===== src/hw/rtl/encoder_straight_drive_balancer_unit_defines.svh =====
// ---------------------------------------------------------------------------
// Straight-drive balancer assertion macros
// Shared concurrent assertion forms, clocked on the rising edge and held off
// during reset.
// ---------------------------------------------------------------------------
`ifndef ENCODER_STRAIGHT_DRIVE_BALANCER_UNIT_DEFINES_SVH
`define ENCODER_STRAIGHT_DRIVE_BALANCER_UNIT_DEFINES_SVH

// Same-cycle implication.
`define ESDB_ASSERT_IMP(lbl, clk, rst_n, ante, cons, msg) \
    lbl: assert property (@(posedge clk) disable iff (!rst_n) (ante) |-> (cons)) \
        else $error(msg);

// Next-cycle implication.
`define ESDB_ASSERT_NEXT(lbl, clk, rst_n, ante, cons, msg) \
    lbl: assert property (@(posedge clk) disable iff (!rst_n) (ante) |=> (cons)) \
        else $error(msg);

`endif


===== src/hw/rtl/esdb_pkg.sv =====
// ---------------------------------------------------------------------------
// esdb_pkg
// Widths, codes, shared types and helper functions of the balancer.
// ---------------------------------------------------------------------------
package esdb_pkg;

    localparam int SAMPLE_BITS = 12;
    localparam int THR_W       = 12;
    localparam int CMP_W       = (SAMPLE_BITS > THR_W) ? SAMPLE_BITS : THR_W;
    localparam int DIST_W      = 16;
    localparam int TIME_W      = 32;
    localparam int CNT_W       = 16;
    localparam int WIN_W       = 8;
    localparam int PWR_W       = 7;
    localparam int DRV_W       = 8;
    localparam int PROD_W      = 32;

    localparam int IN_RAW_W    = DIST_W + 2 * SAMPLE_BITS + TIME_W;
    localparam int IN_DATA_W   = ((IN_RAW_W + 7) / 8) * 8;
    localparam int OUT_RAW_W   = 5 + 2 * DRV_W;
    localparam int OUT_DATA_W  = ((OUT_RAW_W + 7) / 8) * 8;

    localparam int APB_ADDR_W  = 5;
    localparam int APB_DATA_W  = 32;
    localparam int REG_IDX_W   = APB_ADDR_W - 2;

    localparam int DIV_STEPS   = PROD_W;
    localparam int DIV_CNT_W   = $clog2(DIV_STEPS);

    localparam logic [SAMPLE_BITS-1:0] SAMPLE_ONES = '1;
    localparam logic [CMP_W-1:0] SAMPLE_MASK = CMP_W'(SAMPLE_ONES);

    localparam logic [DIST_W-1:0] MIN_DIST        = DIST_W'(10);
    localparam logic [PWR_W-1:0]  SPEED_OFFSET    = PWR_W'(5);
    localparam logic [PWR_W-1:0]  MIN_SLAVE_POWER = PWR_W'(10);

    // Item kinds
    localparam logic OP_START  = 1'b0;
    localparam logic OP_SAMPLE = 1'b1;

    // Register indexes
    localparam logic [REG_IDX_W-1:0] REG_ADC_THRESHOLD  = REG_IDX_W'(0);
    localparam logic [REG_IDX_W-1:0] REG_MASTER_SPEED   = REG_IDX_W'(1);
    localparam logic [REG_IDX_W-1:0] REG_STOP_MARGIN    = REG_IDX_W'(2);
    localparam logic [REG_IDX_W-1:0] REG_COUNTS_PER_REV = REG_IDX_W'(3);
    localparam logic [REG_IDX_W-1:0] REG_CIRCUMFERENCE  = REG_IDX_W'(4);
    localparam logic [REG_IDX_W-1:0] REG_UPDATE_INTERVAL = REG_IDX_W'(5);

    typedef struct packed {
        logic [THR_W-1:0]  adc_threshold;
        logic [PWR_W-1:0]  master_speed;
        logic [DIST_W-1:0] stopping_margin;
        logic [CNT_W-1:0]  counts_per_turn;
        logic [CNT_W-1:0]  rev_distance;
        logic [TIME_W-1:0] update_interval_us;
    } t_esdb_cfg;

    typedef struct packed {
        logic take_start;
        logic take_sample;
        logic div_init;
        logic div_step;
        logic tgt_load;
        logic tgt_zero;
    } t_esdb_cmd;

    typedef struct packed {
        logic span_ok;
    } t_esdb_sts;

    // Last member sits in the lowest bits.
    typedef struct packed {
        logic             done_res;
        logic             slave_brake;
        logic             master_brake;
        logic [DRV_W-1:0] slave_drive;
        logic             slave_speed_set;
        logic [DRV_W-1:0] master_drive;
        logic             master_speed_set;
    } t_esdb_result;

    function automatic logic sample_high(input logic [SAMPLE_BITS-1:0] rd,
                                         input logic [THR_W-1:0] thr);
        logic [CMP_W-1:0] rd_x;
        logic [CMP_W-1:0] thr_x;
        rd_x  = CMP_W'(rd);
        thr_x = CMP_W'(thr) & SAMPLE_MASK;
        return rd_x > thr_x;
    endfunction

    function automatic logic [DRV_W-1:0] neg_drive(input logic [PWR_W-1:0] pwr);
        return DRV_W'(0) - DRV_W'(pwr);
    endfunction

endpackage


===== src/hw/rtl/esdb_regs.sv =====
// ---------------------------------------------------------------------------
// esdb_regs
// Configuration register file behind the APB-style port.
// ---------------------------------------------------------------------------
module esdb_regs (
    input  logic                             i_clk,
    input  logic                             i_rst_n,
    input  logic                             psel,
    input  logic                             penable,
    input  logic                             pwrite,
    input  logic [esdb_pkg::APB_ADDR_W-1:0]  paddr,
    input  logic [esdb_pkg::APB_DATA_W-1:0]  pwdata,
    output logic [esdb_pkg::APB_DATA_W-1:0]  prdata,
    output logic                             pready,
    output esdb_pkg::t_esdb_cfg              o_cfg
);
    import esdb_pkg::*;

    t_esdb_cfg              r_cfg;
    logic                   wr_en;
    logic [REG_IDX_W-1:0]   reg_idx;

    assign pready  = 1'b1;
    assign wr_en   = psel & penable & pwrite & pready;
    assign reg_idx = paddr[APB_ADDR_W-1:2];
    assign o_cfg   = r_cfg;

    always_ff @(posedge i_clk) begin
        if (!i_rst_n) begin
            r_cfg.adc_threshold       <= THR_W'(2048);
            r_cfg.master_speed        <= PWR_W'(60);
            r_cfg.stopping_margin     <= '0;
            r_cfg.counts_per_turn     <= CNT_W'(800);
            r_cfg.rev_distance        <= CNT_W'(200);
            r_cfg.update_interval_us  <= TIME_W'(100000);
        end else if (wr_en) begin
            unique case (reg_idx)
                REG_ADC_THRESHOLD:   r_cfg.adc_threshold       <= pwdata[THR_W-1:0];
                REG_MASTER_SPEED:    r_cfg.master_speed        <= pwdata[PWR_W-1:0];
                REG_STOP_MARGIN:     r_cfg.stopping_margin     <= pwdata[DIST_W-1:0];
                REG_COUNTS_PER_REV:  r_cfg.counts_per_turn     <= pwdata[CNT_W-1:0];
                REG_CIRCUMFERENCE:   r_cfg.rev_distance        <= pwdata[CNT_W-1:0];
                REG_UPDATE_INTERVAL: r_cfg.update_interval_us  <= pwdata[TIME_W-1:0];
                default: begin
                    // drop writes beyond the register list
                end
            endcase
        end
    end

    always_comb begin
        unique case (reg_idx)
            REG_ADC_THRESHOLD:   prdata = APB_DATA_W'(r_cfg.adc_threshold);
            REG_MASTER_SPEED:    prdata = APB_DATA_W'(r_cfg.master_speed);
            REG_STOP_MARGIN:     prdata = APB_DATA_W'(r_cfg.stopping_margin);
            REG_COUNTS_PER_REV:  prdata = APB_DATA_W'(r_cfg.counts_per_turn);
            REG_CIRCUMFERENCE:   prdata = APB_DATA_W'(r_cfg.rev_distance);
            REG_UPDATE_INTERVAL: prdata = APB_DATA_W'(r_cfg.update_interval_us);
            default:             prdata = '0;
        endcase
    end

endmodule


===== src/hw/rtl/esdb_div.sv =====
// ---------------------------------------------------------------------------
// esdb_div
// Restoring divider, one quotient bit per step.
// ---------------------------------------------------------------------------
module esdb_div (
    input  logic                          i_clk,
    input  logic                          i_init,
    input  logic                          i_step,
    input  logic [esdb_pkg::PROD_W-1:0]   i_dividend,
    input  logic [esdb_pkg::CNT_W-1:0]    i_divisor,
    output logic [esdb_pkg::PROD_W-1:0]   o_quotient
);
    import esdb_pkg::*;

    logic [CNT_W-1:0]  r_rem;
    logic [CNT_W-1:0]  r_div;
    logic [PROD_W-1:0] r_quo;
    logic [CNT_W:0]    trial;
    logic              fits;

    // A zero divisor always fits, giving an all-ones quotient.
    assign trial      = {r_rem, r_quo[PROD_W-1]};
    assign fits       = trial >= {1'b0, r_div};
    assign o_quotient = r_quo;

    always_ff @(posedge i_clk) begin
        if (i_init) begin
            r_rem <= '0;
            r_div <= i_divisor;
            r_quo <= i_dividend;
        end else if (i_step) begin
            r_rem <= fits ? CNT_W'(trial - {1'b0, r_div}) : trial[CNT_W-1:0];
            r_quo <= {r_quo[PROD_W-2:0], fits};
        end
    end

endmodule


===== src/hw/rtl/esdb_dp.sv =====
// ---------------------------------------------------------------------------
// esdb_dp
// Datapath: edge counting, braking, slave power correction, target setup.
// ---------------------------------------------------------------------------
module esdb_dp (
    input  logic                             i_clk,
    input  logic                             i_rst_n,
    input  esdb_pkg::t_esdb_cmd              i_cmd,
    input  esdb_pkg::t_esdb_cfg              i_cfg,
    input  logic [esdb_pkg::IN_DATA_W-1:0]   i_tdata,
    output esdb_pkg::t_esdb_sts              o_sts,
    output logic [esdb_pkg::OUT_DATA_W-1:0]  o_tdata
);
    import esdb_pkg::*;

    localparam int SUM_W = WIN_W + 2;
    localparam logic signed [SUM_W-1:0] PWR_MAX = SUM_W'((1 << PWR_W) - 1);

    logic [DIST_W-1:0]      in_dist;
    logic [SAMPLE_BITS-1:0] in_enc_a;
    logic [SAMPLE_BITS-1:0] in_enc_b;
    logic [TIME_W-1:0]      in_now;

    logic                   r_moving, n_moving;
    logic                   r_m_prev, n_m_prev;
    logic                   r_s_prev, n_s_prev;
    logic [WIN_W-1:0]       r_m_win, n_m_win;
    logic [WIN_W-1:0]       r_s_win, n_s_win;
    logic [CNT_W-1:0]       r_m_tot, n_m_tot;
    logic [CNT_W-1:0]       r_s_tot, n_s_tot;
    logic [CNT_W-1:0]       r_target;
    logic [PWR_W-1:0]       r_power, n_power;
    logic [TIME_W-1:0]      r_last, n_last;
    logic [DIST_W-1:0]      r_span;
    logic                   r_span_ok;
    t_esdb_result           r_out, n_out;

    logic                   m_high, s_high, m_rise, s_rise;
    logic [WIN_W-1:0]       m_win_upd, s_win_upd;
    logic [CNT_W-1:0]       m_tot_upd, s_tot_upd;
    logic                   s_behind;
    logic [PWR_W-1:0]       pwr_floor;
    logic [PWR_W-1:0]       pwr_start;
    logic [TIME_W-1:0]      elapsed;
    logic                   corr_due;
    logic signed [WIN_W:0]  win_diff;
    logic signed [WIN_W:0]  win_half;
    logic signed [SUM_W-1:0] pwr_sum;
    logic [PWR_W-1:0]       pwr_corr;
    logic                   done;
    logic [PROD_W-1:0]      product;
    logic [PROD_W-1:0]      quotient;

    assign in_dist  = i_tdata[DIST_W-1:0];
    assign in_enc_a = i_tdata[DIST_W +: SAMPLE_BITS];
    assign in_enc_b = i_tdata[DIST_W + SAMPLE_BITS +: SAMPLE_BITS];
    assign in_now   = i_tdata[DIST_W + 2 * SAMPLE_BITS +: TIME_W];

    // Edge detection and counting
    assign m_high    = sample_high(in_enc_a, i_cfg.adc_threshold);
    assign s_high    = sample_high(in_enc_b, i_cfg.adc_threshold);
    assign m_rise    = m_high & ~r_m_prev;
    assign s_rise    = s_high & ~r_s_prev;
    assign m_win_upd = r_m_win + WIN_W'(m_rise);
    assign s_win_upd = r_s_win + WIN_W'(s_rise);
    assign m_tot_upd = (m_rise && (r_m_tot != '1)) ? r_m_tot + CNT_W'(1) : r_m_tot;
    assign s_tot_upd = (s_rise && (r_s_tot != '1)) ? r_s_tot + CNT_W'(1) : r_s_tot;

    assign s_behind  = s_tot_upd < r_target;
    assign pwr_floor = (s_behind && (r_power < MIN_SLAVE_POWER)) ? MIN_SLAVE_POWER : r_power;

    // Proportional correction: half the window difference, rounded toward zero
    assign elapsed  = in_now - r_last;
    assign corr_due = elapsed > i_cfg.update_interval_us;
    assign win_diff = $signed({1'b0, m_win_upd}) - $signed({1'b0, s_win_upd});
    assign win_half = (win_diff + $signed({{WIN_W{1'b0}}, win_diff[WIN_W]})) >>> 1;
    assign pwr_sum  = $signed(SUM_W'(pwr_floor)) + SUM_W'(win_half);

    always_comb begin
        priority if (pwr_sum < 0) begin
            pwr_corr = '0;
        end else if (pwr_sum > PWR_MAX) begin
            pwr_corr = PWR_MAX[PWR_W-1:0];
        end else begin
            pwr_corr = pwr_sum[PWR_W-1:0];
        end
    end

    assign done      = (m_tot_upd > r_target) && (s_tot_upd > r_target);
    assign pwr_start = (i_cfg.master_speed >= SPEED_OFFSET) ?
                       i_cfg.master_speed - SPEED_OFFSET : '0;

    always_comb begin
        n_moving = r_moving;
        n_m_prev = r_m_prev;
        n_s_prev = r_s_prev;
        n_m_win  = r_m_win;
        n_s_win  = r_s_win;
        n_m_tot  = r_m_tot;
        n_s_tot  = r_s_tot;
        n_power  = r_power;
        n_last   = r_last;
        n_out    = '0;
        if (i_cmd.take_start) begin
            n_moving = 1'b1;
            n_m_prev = 1'b0;
            n_s_prev = 1'b0;
            n_m_win  = '0;
            n_s_win  = '0;
            n_m_tot  = '0;
            n_s_tot  = '0;
            n_power  = pwr_start;
            n_last   = in_now;
            n_out.master_speed_set = 1'b1;
            n_out.master_drive     = neg_drive(i_cfg.master_speed);
            n_out.slave_speed_set  = 1'b1;
            n_out.slave_drive      = neg_drive(pwr_start);
        end else if (i_cmd.take_sample && r_moving) begin
            n_m_prev = m_high;
            n_s_prev = s_high;
            n_m_win  = m_win_upd;
            n_s_win  = s_win_upd;
            n_m_tot  = m_tot_upd;
            n_s_tot  = s_tot_upd;
            n_power  = pwr_floor;
            n_out.master_brake = m_tot_upd == r_target;
            n_out.slave_brake  = s_tot_upd == r_target;
            if (s_behind) begin
                n_out.slave_speed_set = 1'b1;
                n_out.slave_drive     = neg_drive(pwr_floor);
            end
            if (corr_due) begin
                n_power = pwr_corr;
                n_m_win = '0;
                n_s_win = '0;
                n_last  = in_now;
            end
            if (done) begin
                n_moving       = 1'b0;
                n_out.done_res = 1'b1;
            end
        end
    end

    always_ff @(posedge i_clk) begin
        if (!i_rst_n) begin
            r_moving <= 1'b0;
            r_m_prev <= 1'b0;
            r_s_prev <= 1'b0;
            r_m_win  <= '0;
            r_s_win  <= '0;
            r_m_tot  <= '0;
            r_s_tot  <= '0;
            r_power  <= '0;
            r_last   <= '0;
            r_target <= '0;
        end else begin
            r_moving <= n_moving;
            r_m_prev <= n_m_prev;
            r_s_prev <= n_s_prev;
            r_m_win  <= n_m_win;
            r_s_win  <= n_s_win;
            r_m_tot  <= n_m_tot;
            r_s_tot  <= n_s_tot;
            r_power  <= n_power;
            r_last   <= n_last;
            if (i_cmd.tgt_load) begin
                if (i_cmd.tgt_zero) begin
                    r_target <= '0;
                end else if (quotient[PROD_W-1:CNT_W] != '0) begin
                    r_target <= '1;
                end else begin
                    r_target <= quotient[CNT_W-1:0];
                end
            end
        end
    end

    // Payload: start operands and result
    always_ff @(posedge i_clk) begin
        if (i_cmd.take_start) begin
            r_span    <= in_dist - i_cfg.stopping_margin;
            r_span_ok <= (in_dist >= MIN_DIST) && (in_dist >= i_cfg.stopping_margin);
        end
        if (i_cmd.take_start || i_cmd.take_sample) begin
            r_out <= n_out;
        end
    end

    assign product = PROD_W'(r_span) * PROD_W'(i_cfg.counts_per_turn);

    esdb_div u_div (
        .i_clk      (i_clk),
        .i_init     (i_cmd.div_init),
        .i_step     (i_cmd.div_step),
        .i_dividend (product),
        .i_divisor  (i_cfg.rev_distance),
        .o_quotient (quotient)
    );

    assign o_sts.span_ok = r_span_ok;
    assign o_tdata       = OUT_DATA_W'(r_out);

endmodule


===== src/hw/rtl/esdb_ctrl.sv =====
// ---------------------------------------------------------------------------
// esdb_ctrl
// Controller: handshakes, output register occupancy, target setup sequence.
// ---------------------------------------------------------------------------
module esdb_ctrl (
    input  logic                 i_clk,
    input  logic                 i_rst_n,
    input  logic                 i_s_tvalid,
    input  logic                 i_s_op,
    input  logic                 i_m_tready,
    input  esdb_pkg::t_esdb_sts  i_sts,
    output logic                 o_s_tready,
    output logic                 o_m_tvalid,
    output esdb_pkg::t_esdb_cmd  o_cmd
);
    import esdb_pkg::*;

    localparam logic [1:0] ST_IDLE = 2'd0;
    localparam logic [1:0] ST_MUL  = 2'd1;
    localparam logic [1:0] ST_DIV  = 2'd2;
    localparam logic [1:0] ST_FIN  = 2'd3;

    logic [1:0]           r_state, n_state;
    logic [DIV_CNT_W-1:0] r_cnt, n_cnt;
    logic                 r_out_valid, n_out_valid;
    logic                 s_ready;
    logic                 fire;

    assign s_ready = (r_state == ST_IDLE) && (!r_out_valid || i_m_tready);
    assign fire    = i_s_tvalid && s_ready;

    always_comb begin
        n_state = r_state;
        n_cnt   = r_cnt;
        o_cmd   = '0;
        o_cmd.take_start  = fire && (i_s_op == OP_START);
        o_cmd.take_sample = fire && (i_s_op == OP_SAMPLE);
        unique case (r_state)
            ST_IDLE: begin
                if (o_cmd.take_start) begin
                    n_state = ST_MUL;
                end
            end
            ST_MUL: begin
                if (i_sts.span_ok) begin
                    o_cmd.div_init = 1'b1;
                    n_cnt          = '0;
                    n_state        = ST_DIV;
                end else begin
                    o_cmd.tgt_load = 1'b1;
                    o_cmd.tgt_zero = 1'b1;
                    n_state        = ST_IDLE;
                end
            end
            ST_DIV: begin
                o_cmd.div_step = 1'b1;
                if (r_cnt == DIV_CNT_W'(DIV_STEPS - 1)) begin
                    n_state = ST_FIN;
                end else begin
                    n_cnt = r_cnt + DIV_CNT_W'(1);
                end
            end
            ST_FIN: begin
                o_cmd.tgt_load = 1'b1;
                n_state        = ST_IDLE;
            end
            default: n_state = ST_IDLE;
        endcase
    end

    always_comb begin
        priority if (fire) begin
            n_out_valid = 1'b1;
        end else if (i_m_tready) begin
            n_out_valid = 1'b0;
        end else begin
            n_out_valid = r_out_valid;
        end
    end

    always_ff @(posedge i_clk) begin
        if (!i_rst_n) begin
            r_state     <= ST_IDLE;
            r_cnt       <= '0;
            r_out_valid <= 1'b0;
        end else begin
            r_state     <= n_state;
            r_cnt       <= n_cnt;
            r_out_valid <= n_out_valid;
        end
    end

    assign o_s_tready = s_ready;
    assign o_m_tvalid = r_out_valid;

endmodule


===== src/hw/rtl/encoder_straight_drive_balancer_unit.sv =====
// ---------------------------------------------------------------------------
// encoder_straight_drive_balancer_unit
// Two-wheel straight drive: target edge count, edge counting, braking and
// proportional slave power correction.
// ---------------------------------------------------------------------------
// Channel  | Direction | Carries
// s_axis   | in        | tuser: op; tdata: distance, enc_a_sample, enc_b_sample, now_us
// m_axis   | out       | tdata: drive, brake and done flags of one result item
// apb      | in/out    | six configuration registers at byte addresses 0x00..0x14
//
// Sample items may follow back to back while results are drained. A start item
// holds the input while the target count is formed: accept, multiply, 32 steps
// of the serial restoring divider if the span is valid, then the target write.
// Every item gives exactly one result, held in an output register; outside target
// setup, the next item is taken in the same cycle the held result is drained.
// Reset is synchronous: all counters clear and registers return to defaults.
// ---------------------------------------------------------------------------
`include "encoder_straight_drive_balancer_unit_defines.svh"

module encoder_straight_drive_balancer_unit (
    input  logic                             i_clk,
    input  logic                             i_rst_n,
    // Input items
    input  logic                             s_axis_tvalid,
    output logic                             s_axis_tready,
    // [15:0] distance, [27:16] enc_a_sample, [39:28] enc_b_sample, [71:40] now_us
    input  logic [esdb_pkg::IN_DATA_W-1:0]   s_axis_tdata,
    // [0] op
    input  logic [0:0]                       s_axis_tuser,
    // Result items
    output logic                             m_axis_tvalid,
    input  logic                             m_axis_tready,
    // [0] master_speed_set, [8:1] master_drive, [9] slave_speed_set,
    // [17:10] slave_drive, [18] master_brake, [19] slave_brake, [20] done_res
    output logic [esdb_pkg::OUT_DATA_W-1:0]  m_axis_tdata,
    // Configuration
    input  logic                             psel,
    input  logic                             penable,
    input  logic                             pwrite,
    input  logic [esdb_pkg::APB_ADDR_W-1:0]  paddr,
    input  logic [esdb_pkg::APB_DATA_W-1:0]  pwdata,
    output logic [esdb_pkg::APB_DATA_W-1:0]  prdata,
    output logic                             pready
);
    import esdb_pkg::*;

    t_esdb_cfg cfg;
    t_esdb_cmd cmd;
    t_esdb_sts sts;

    // Register file
    esdb_regs u_regs (
        .i_clk   (i_clk),
        .i_rst_n (i_rst_n),
        .psel    (psel),
        .penable (penable),
        .pwrite  (pwrite),
        .paddr   (paddr),
        .pwdata  (pwdata),
        .prdata  (prdata),
        .pready  (pready),
        .o_cfg   (cfg)
    );

    // Controller: owns both handshakes and sequences the divider
    esdb_ctrl u_ctrl (
        .i_clk      (i_clk),
        .i_rst_n    (i_rst_n),
        .i_s_tvalid (s_axis_tvalid),
        .i_s_op     (s_axis_tuser[0]),
        .i_m_tready (m_axis_tready),
        .i_sts      (sts),
        .o_s_tready (s_axis_tready),
        .o_m_tvalid (m_axis_tvalid),
        .o_cmd      (cmd)
    );

    // Datapath: all move state and the result register
    esdb_dp u_dp (
        .i_clk   (i_clk),
        .i_rst_n (i_rst_n),
        .i_cmd   (cmd),
        .i_cfg   (cfg),
        .i_tdata (s_axis_tdata),
        .o_sts   (sts),
        .o_tdata (m_axis_tdata)
    );

    // A start item blocks the input while the target is formed
    `ESDB_ASSERT_NEXT(a_start_holds_input, i_clk, i_rst_n, s_axis_tvalid && s_axis_tready && (s_axis_tuser[0] == OP_START), !s_axis_tready, "input taken during target setup")
    // Every accepted item leaves a result in the output register
    `ESDB_ASSERT_NEXT(a_item_gives_result, i_clk, i_rst_n, s_axis_tvalid && s_axis_tready, m_axis_tvalid, "accepted item gave no result")
    // Datapath commands never overlap
    `ESDB_ASSERT_IMP(a_cmd_exclusive, i_clk, i_rst_n, 1'b1, $onehot0({cmd.take_start, cmd.take_sample, cmd.div_init, cmd.div_step, cmd.tgt_load}), "overlapping datapath commands")
    // Division runs only for a distance of at least MIN_DIST and not below the stopping margin
    `ESDB_ASSERT_IMP(a_div_needs_span, i_clk, i_rst_n, cmd.div_init, sts.span_ok, "division started on invalid span")

endmodule


===== config.mk =====
export PLATFORM = sky130hd
export DESIGN_NAME = encoder_straight_drive_balancer_unit
export DESIGN_NICKNAME = d
export VERILOG_FILES = /design/src/hw/rtl/esdb_pkg.sv /design/src/hw/rtl/esdb_regs.sv /design/src/hw/rtl/esdb_div.sv /design/src/hw/rtl/esdb_dp.sv /design/src/hw/rtl/esdb_ctrl.sv /design/src/hw/rtl/encoder_straight_drive_balancer_unit.sv
export VERILOG_INCLUDE_DIRS = /design/src /design/src/hw/rtl
export SDC_FILE = /design/constraint.sdc
export NUM_CORES = 2
export LEC_CHECK = 0
export ABC_AREA = 1
export BUFFER_PORTS_ARGS = -buffer_cell sky130_fd_sc_hd__clkbuf_2
export CAP_MARGIN = 40
export CORE_MARGIN = 4
export CORE_UTILIZATION = 60
export DETAILED_ROUTE_END_ITERATION = 7
export GPL_TIMING_DRIVEN = 0
export PLACE_DENSITY = 0.9
export SLEW_MARGIN = 20
export SYNTH_ARGS = -nofsm -noshare
export SYNTH_HDL_FRONTEND = slang
export SYNTH_SLANG_ARGS = --single-unit

===== constraint.sdc =====
create_clock -name i_clk -period 7.8 [get_ports i_clk]
set_clock_uncertainty 0.1 [all_clocks]
set_input_delay 1.17 -clock i_clk [delete_from_list [all_inputs] [get_ports i_clk]]
set_output_delay 1.17 -clock i_clk [all_outputs]
set_load 0.05 [all_outputs]

==> qor.txt <==
Outcome - complete, no violations
# clock sinks - 315
Crit path launch - u_dp.r_span[11]$_DFFE_PP_
Sequential fraction of the synthesis area - 24.94%
Ports - 176
EDFF count, synth - 86
Overflow after GRT - 0
Critical Path AT - 7.30 ns
Setup Fix Bufs, Post-CTS - 0
Final Core Density - 67.22%
Final Power - 7.931 mW
Worst Tran Pin Value - 0.7896 ns
R2R Setup Slk - 0.66 ns
Setup CP Type - reg -> reg
Number of global-route vias before repair - 26170
CTS buffer count - 36
Share of cells above drive strength 1 - 8.151%
CP endpoint kind - flop
Placed Instance Area - 30380 sq um
Most frequent cells in the layout - nand2_1, inv_1, a21oi_1
Cts-stage hold buffer count - 0
Routed vias - 26820
Worst vdd ir - 0.0002321 V
First-pass GRT wire length - 128400 um
Drt wl/cell - 17.22 um
Synth async-reset ratio - 0%
Final setup TNS - 0 ns
CTS max path bufs - 3
Nets - 4637
Most used DFF post-synth - dfxtp_1
Max-slew violations - 0
Largest stage delay, worst path - 0.60 ns
Wirelength, routed - 80400 um
Initial antenna violation count - 3
Min-Delay Path Class - reg -> reg
Post-synthesis register bit count - 315
Site Rows - 79
M1 GR Usage - 39.34%
Final Wtd Congestion - 0.9915
Non-Filler Instances - 4669
Post-Layout Inst Area - 31560 sq um
Clock latency at the later pin of the worst-skew pair - 0.56 ns
Layer carrying the most global-route usage - met2
Yosys cell types - 68
Commonest non-fill, non-tap cell in the layout - nand2_1
Slowest CP cell - clkbuf_1
GRT met3 Usage - 6.150%
Mapped cell area - 28730 sq um
Fillers - 3609
Final hold violation count - 0
Port Buffers - 169
Syn Area/Cell - 7.518 sq um
Post-cts resize count - 0
Vias per std cell - 5.743
Final period utilization - 91.53%
Setup violators final - 0
Max Clock Freq - 0.1401 GHz
Crit path buf inv count - 6
# H-tree levels - 2
Dpl hpwl - 63000 um
Tmin final - 7.139 ns
Crit path top cell by count - fa_1
CTS tree - yes
Worst flop-to-flop path startpoint - u_dp.r_span[11]$_DFFE_PP_
Largest net degree at the start of global routing - 28
P_leak - 15.78 nW
Max Cap Violations - 0
Crit-path max FO - 10
Die W - 226.8 um
Post-route antenna net violation count - 0
Area grow syn2layout - 9.837%
Drt first pass iters - 7
Placed Cells - 4602
Synth warn - 0
Die Height - 226.8 um
RSZ-0062 raised after global routing - no
Core area - 46950 sq um
Die area - 51450 sq um
Clk root buf - clkbuf_16
Worst Path Required - 7.96 ns
DR DRC count - 0
Met2 usage - 50.53%
Cells after Synth - 3822
Initial DRC Count - 2746
PwrDens - 251.3 nW/um^2
Worst hold path startpoint - u_dp.r_last[22]$_SDFFE_PN0P_
Aggregate global-route resource usage - 30.77%
Crit path max-delay family - adder cells
Rel. slew slack - 47.36%
Startpoint types - flop
CTS clk-pin slew, worst paths - 0.06 ns
Initial Utilization - 61.20%
==> per-layer routing <==
| layer | vias up | share of wire, % |
|---|---|---|
| met5 | - | 0.017 |
| met4 | 2 | 5.0 |
| met3 | 322 | 11 |
| met2 | 1476 | 46 |
| met1 | 12350 | 38 |
| li1 | 12670 | - |
==> final cells by class <==
cell class / count / area, sq um / share of cell area, %
multi-input cells: 2642 / 18220 / 57.74
flip-flops and latches: 315 / 7167 / 22.71
inverters: 715 / 2686 / 8.512
clock buffers: 50 / 1069 / 3.386
repair buffers: 171 / 875.8 / 2.775
well taps: 607 / 759.5 / 2.407
plain buffers: 152 / 666.9 / 2.113
clock inverters: 16 / 110.1 / 0.3489
diodes: 1 / 2.502 / 0.007929
==> metrics by stage <==
step | hold slack, ns | worst slack, ns
after global routing | 0.3746 | 0.3010
after detailed placement | 0.3507 | 0.7563
final | 0.3644 | 0.6608
after global placement | 0.3433 | 0.9025
after CTS | 0.3633 | 0.8147
after floorplan | 0.3249 | 1.844
==> final timing paths <==
kind | to | cells after the start
min | u_dp.r_last[22]$_SDFFE_PN0P_ | 2
max | u_dp.u_div.o_quotient[31]$_DFFE_PP_ | 25
min reg2reg | u_dp.r_last[22]$_SDFFE_PN0P_ | 2
max reg2reg | u_dp.u_div.o_quotient[31]$_DFFE_PP_ | 25
==> synth_stat cells (8+ instances only) <==
library cell  instances  share of area, %
o22ai_1               8              0.17
inv_2                11              0.14
nand2_1             782                10
inv_1               701               9.2
o211ai_1             19              0.50
o21ai_1              30              0.52
xnor2_1              43               1.3
nor3_1               43              0.75
ha_1                288                13
nor2_1              210               2.7
buf_4                 8              0.21
edfxtp_1             86               9.0
nand4_1              38              0.83
o21bai_1             13              0.34
clkbuf_1            125               1.6
o21ai_0             277               4.8
nand3b_1             10              0.26
nand2_2              11              0.24
nor4_1               13              0.28
a21o_1                8              0.21
a21oi_2               9              0.27
o21a_1               11              0.29
a31oi_1              12              0.26
nand3_1             111               1.9
a221oi_1              8              0.24
a21oi_1             327               5.7
fa_1                199                14
buf_2                13              0.23
xor2_1               82               2.5
dfxtp_1             229                16
==> state kept, by name (all words and copies together) (netlist names), named ones only <==
name                   count
u_regs.o_cfg              99
u_dp.r_last               32
u_dp.u_div.o_quotient     32
u_dp.o_tdata              21
u_dp.r_m_tot              16
u_dp.r_s_tot              16
u_dp.r_span               16
u_dp.r_target             16
u_dp.u_div.r_div          16
u_dp.u_div.r_rem          16
u_dp.r_m_win               8
u_dp.r_s_win               8
u_dp.r_power               7
u_ctrl.r_cnt               5
u_ctrl.o_m_tvalid          1
u_ctrl.r_state             1
u_dp.o_sts                 1
u_dp.r_m_prev              1
u_dp.r_moving              1
u_dp.r_s_prev              1
==> report_power, final <==
group          internal, mW  total (mW)  switching (mW)
logic                  1.45        4.13            2.68
clock network         0.969        1.69           0.718
registers              1.98        2.11           0.130
total                  4.40        7.93            3.53
==> worst min-delay path, delay by kind of cell, from the launching register on <==
kind / cells / cell delay, ns
flip-flops: 1 / 0.30
buffers and inverters: 1 / 0.06
AO/OA/AOI/OAI: 1 / 0.06
==> kinds of logic (layout without fill, tap and decap cells) <==
family	count (synthesis)	in the layout	synth area share [%]
xor gates and xnor gates	125	125	3.810
other	2	5	0.02614
buffers and inverters	867	1104	11.66
DFF	315	315	24.94
adders and majority gates	487	487	26.41
and+or+nand+nor	1267	1267	18.70
AOI/OAI and AO/OA	759	759	14.45
Power figures use the tool's default switching activity.
